==> src/hw/rtl/oaht_pkg.sv <==
// shared types and constants for the open addressing hash table
package oaht_pkg;

    localparam int TABLE_SLOTS_DEF = 256;
    localparam int KEY_W           = 32;
    localparam int HASH_W          = 32;
    localparam int VAL_W           = 64;
    localparam int LIMIT_W         = 8;
    localparam logic [LIMIT_W-1:0] LOAD_LIMIT_RST = 8'd192;

    typedef enum logic [1:0] {
        REQ_GET = 2'd0,
        REQ_SET = 2'd1,
        REQ_DEL = 2'd2,
        REQ_CLR = 2'd3
    } t_req;

    typedef enum logic [1:0] {
        KIND_EMPTY = 2'd0,
        KIND_LIVE  = 2'd1,
        KIND_TOMB  = 2'd2
    } t_kind;

    typedef enum logic [2:0] {
        ST_CLEAR,
        ST_IDLE,
        ST_HASH,
        ST_PROBE,
        ST_FINISH
    } t_state;

    typedef struct packed {
        t_kind              kind;
        logic [KEY_W-1:0]   key;
        logic [VAL_W-1:0]   value;
    } t_slot;

endpackage

==> src/hw/rtl/oaht_hash_mod.sv <==
// reduces a key hash to a home slot index (mask or reciprocal multiply)
module oaht_hash_mod #(
    parameter int TABLE_SLOTS = oaht_pkg::TABLE_SLOTS_DEF
) (
    input  logic                           i_clk,
    input  logic                           i_rst_n,
    input  logic                           i_start,
    input  logic [oaht_pkg::HASH_W-1:0]    i_hash,
    output logic                           o_done,
    output logic [$clog2(TABLE_SLOTS)-1:0] o_slot
);

    localparam int IDX_W = $clog2(TABLE_SLOTS);
    localparam int HW    = oaht_pkg::HASH_W;

    generate
        if ((TABLE_SLOTS & (TABLE_SLOTS - 1)) == 0) begin : g_pow2
            logic             r_done;
            logic [IDX_W-1:0] r_slot;

            always_ff @(posedge i_clk) begin
                if (!i_rst_n) begin
                    r_done <= 1'b0;
                end else begin
                    r_done <= i_start;
                end
            end

            always_ff @(posedge i_clk) begin
                if (i_start) begin
                    r_slot <= i_hash[IDX_W-1:0];
                end
            end

            assign o_done = r_done;
            assign o_slot = r_slot;
        end else begin : g_recip
            // rounded-up reciprocal, exact quotient for every 32-bit hash
            localparam logic [63:0] MAGIC_FULL =
                ((64'd1 << (HW + IDX_W)) + 64'(TABLE_SLOTS) - 64'd1) / 64'(TABLE_SLOTS);
            localparam logic [HW:0]   MAGIC   = (HW+1)'(MAGIC_FULL);
            localparam logic [HW-1:0] DIVISOR = HW'(TABLE_SLOTS);

            logic             r_step1;
            logic             r_step2;
            logic             r_done;
            logic [HW-1:0]    r_hash;
            logic [HW-1:0]    r_quot;
            logic [IDX_W-1:0] r_rem;
            logic [2*HW:0]    w_prod;
            logic [HW-1:0]    w_left;

            always_comb begin
                w_prod = {{(HW+1){1'b0}}, r_hash} * {{HW{1'b0}}, MAGIC};
                w_left = r_hash - (r_quot * DIVISOR);
            end

            // quotient registered first, remainder in the next cycle
            always_ff @(posedge i_clk) begin
                if (!i_rst_n) begin
                    r_step1 <= 1'b0;
                    r_step2 <= 1'b0;
                    r_done  <= 1'b0;
                end else begin
                    r_step1 <= i_start;
                    r_step2 <= r_step1;
                    r_done  <= r_step2;
                end
            end

            always_ff @(posedge i_clk) begin
                if (i_start) begin
                    r_hash <= i_hash;
                end
                if (r_step1) begin
                    r_quot <= HW'(w_prod >> (HW + IDX_W));
                end
                if (r_step2) begin
                    r_rem <= IDX_W'(w_left);
                end
            end

            assign o_done = r_done;
            assign o_slot = r_rem;
        end
    endgenerate

endmodule

==> config.mk <==
export PLATFORM = sky130hd
export DESIGN_NAME = oaht_hash_mod
export DESIGN_NICKNAME = d
export VERILOG_FILES = /design/src/hw/rtl/oaht_pkg.sv /design/src/hw/rtl/oaht_hash_mod.sv
export SDC_FILE = /design/constraint.sdc
export NUM_CORES = 1
export LEC_CHECK = 0
export BUFFER_PORTS_ARGS = -buffer_cell sky130_fd_sc_hd__buf_2
export CAP_MARGIN = 20
export CORE_AREA = 2 2 39 41
export DETAILED_ROUTE_END_ITERATION = 10
export DIE_AREA = 0 0 41 43
export PLACE_DENSITY = 0.67
export SYNTH_ARGS = -nofsm -noshare
export SYNTH_HDL_FRONTEND = slang
export SYNTH_SLANG_ARGS = --single-unit
==> constraint.sdc <==
create_clock -name i_clk -period 0.8 [get_ports i_clk]
set_input_delay 0.16 -clock i_clk [delete_from_list [all_inputs] [get_ports i_clk]]
set_output_delay 0.16 -clock i_clk [all_outputs]
set_load 0.05 [all_outputs]
==> impl_metrics.env <==
export IMPL_status="complete, but fails checks"
export IMPL_violations="setup timing"
export IMPL_finalInstanceArea_um2=469.2
export IMPL_syn_cell_area_um2=266.5
export IMPL_arrival_ns=0.83
export IMPL_avgSynthCellArea_um2=26.65
export IMPL_cp_slowest_cell="edfxtp_1"
export IMPL_postSynthCellCount=10
export IMPL_cts_buffers_inserted=3
export IMPL_gr_usage_all_layers_pct=7.157
export IMPL_vias=176
export IMPL_die_area_um2=1763
export IMPL_via_per_inst=3.592
export IMPL_cap_violations=0
export IMPL_grt_pass1_wl_um=793
export IMPL_top_level_ports=44
export IMPL_finalSetupViolCount=9
export IMPL_ys_types=3
export IMPL_drtPass1Iterations=1
export IMPL_cts_htree_levels=1
export IMPL_ir_drop_v=0.0008951
export IMPL_die_w_um=41
export IMPL_worstMarginPinSlew_ns=0.1899
export IMPL_syn2layout_area_growth_pct=76.06
export IMPL_drive_above_1_share_pct=69.70
export IMPL_p_leak_nw=0.1996
export IMPL_hold_violations=0
export IMPL_nets=69
export IMPL_dieHeight_um=43
export IMPL_rsz0062_at_grt="yes"
export IMPL_power_density_nw_per_um2=2423
export IMPL_core_area_um2=1384
export IMPL_clkTransAtPathRegs_ns=0.06
export IMPL_clock_fmax_mhz=1013
export IMPL_fin_cells=49
export IMPL_cts_sinks=9
export IMPL_clockBufferDepth=2
export IMPL_cts_tree="built"
export IMPL_cp_data_required_time_ns=0.64
export IMPL_cpLargestDelayFamily="flip-flops"
export IMPL_max_stage_delay_ns=0.40
export IMPL_place_congestion=0.6438
export IMPL_antenna_found_initial=0
export IMPL_final_cell_mix="buf_2, edfxtp_1, buf_6, clkbuf_4"
export IMPL_grt_overflow=0
export IMPL_min_from="i_hash[4]"
export IMPL_place_port_buffers=19
export IMPL_grt_pass1_vias=195
export IMPL_yosysSeqAreaShare_pct=97.65
export IMPL_place_area_um2=381.6
export IMPL_drc=0
export IMPL_grt_max_degree=10
export IMPL_ys_ff_latch=9
export IMPL_slew_violations=0
export IMPL_worst_setup_path_type="flop to output pin"
export IMPL_cp_max_fo=1
export IMPL_placementRows=14
export IMPL_finalCritPeriodShare_pct=123.3
export IMPL_yosysWarnings=0
export IMPL_dp_cells=45
export IMPL_relSlewSlack_pct=87.34
export IMPL_startpoint="o_slot[7]"
export IMPL_ant_nets=0
export IMPL_crit_buf_inv=1
export IMPL_drt_initial_drc_count=0
export IMPL_wl_um=536
export IMPL_start_util_pct=19.26
export IMPL_final_min_clock_period_ns=0.9868
export IMPL_setup_slack_ns=-0.1868
export IMPL_diodes=0
export IMPL_min_path_type="input port to flop"
export IMPL_cp_end_kind="output pin"
export IMPL_crit_chain="buf_6"
export IMPL_synthesis_nets=45
export IMPL_setup_tns_final_ns=-1.401
export IMPL_cts_root_buffer="clkbuf_4"
export IMPL_cts_setup_buffers=0
export IMPL_start_kind="flop"
export IMPL_layout_commonest_cell="buf_2"
export IMPL_wire_per_inst_um=10.94
export IMPL_fillCellCount=142
-- through the flow --
step                setup WS, ns  hold slack [ns]  util [%]  power, mW
finish                   -0.1868          0.07937     33.91      1.137
global route             -0.2217          0.06982     33.91      1.191
CTS                      -0.2026          0.06853     33.91      1.158
floorplan                0.03940           0.2589         -     0.6980
global placement         0.07371           0.3370     27.58     0.7601
detailed placement       0.05287           0.3385     27.58     0.7638
-- Yosys cell counts --
cell type / n / area (µm²)
dfxtp_1: 1 / 20.02
edfxtp_1: 8 / 240.2
and2_1: 1 / 6.260
-- final cells by class --
cell class	count	area [µm²]	area share, %
well taps	16	20.02	4.267
flip-flops and latches	9	261.5	55.73
multi-input cells	1	6.256	1.333
clock buffers	4	26.28	5.600
repair buffers	19	155.1	33.07
-- registers in the layout (all words and copies together), names as in the netlist --
register / flops
o_done: 1
o_slot: 8
-- path summary, 6_finish.rpt --
path	end	slack, ns	cells after the start
setup / recovery	o_slot[7]	-0.19	1
hold / removal	o_slot[4]	0.08	1
-- power breakdown --
group	switching (mW)	internal [mW]	total [mW]
clock	0.141	0.191	0.332
sequential	0.0179	0.553	0.571
combinational	0.150	0.0839	0.234
-- logic make-up after synthesis --
family           count (synthesis)  synth area share, %
DFF                              9                97.65
and+or+nand+nor                  1                2.349
-- layer usage --
| layer | vias up | global-route usage [%] | wire length, µm |
|---|---|---|---|
| met1 | 73 | 8.874 | 219 |
| li1 | 83 | - | - |
| met2 | 20 | 7.813 | 188 |
| met5 | - | 0 | 0 |
| met4 | 0 | 8.000 | 0 |
| met3 | 0 | 3.665 | 127 |
-- repair_timing --
| action | 4_1_cts | 5_1_grt |
|---|---|---|
| hold buffers | 0 | 0 |
| endpoints found under the setup margin | 9 | 9 |
| resized for setup | 20 | 0 |
Power figures use the tool's default switching activity.
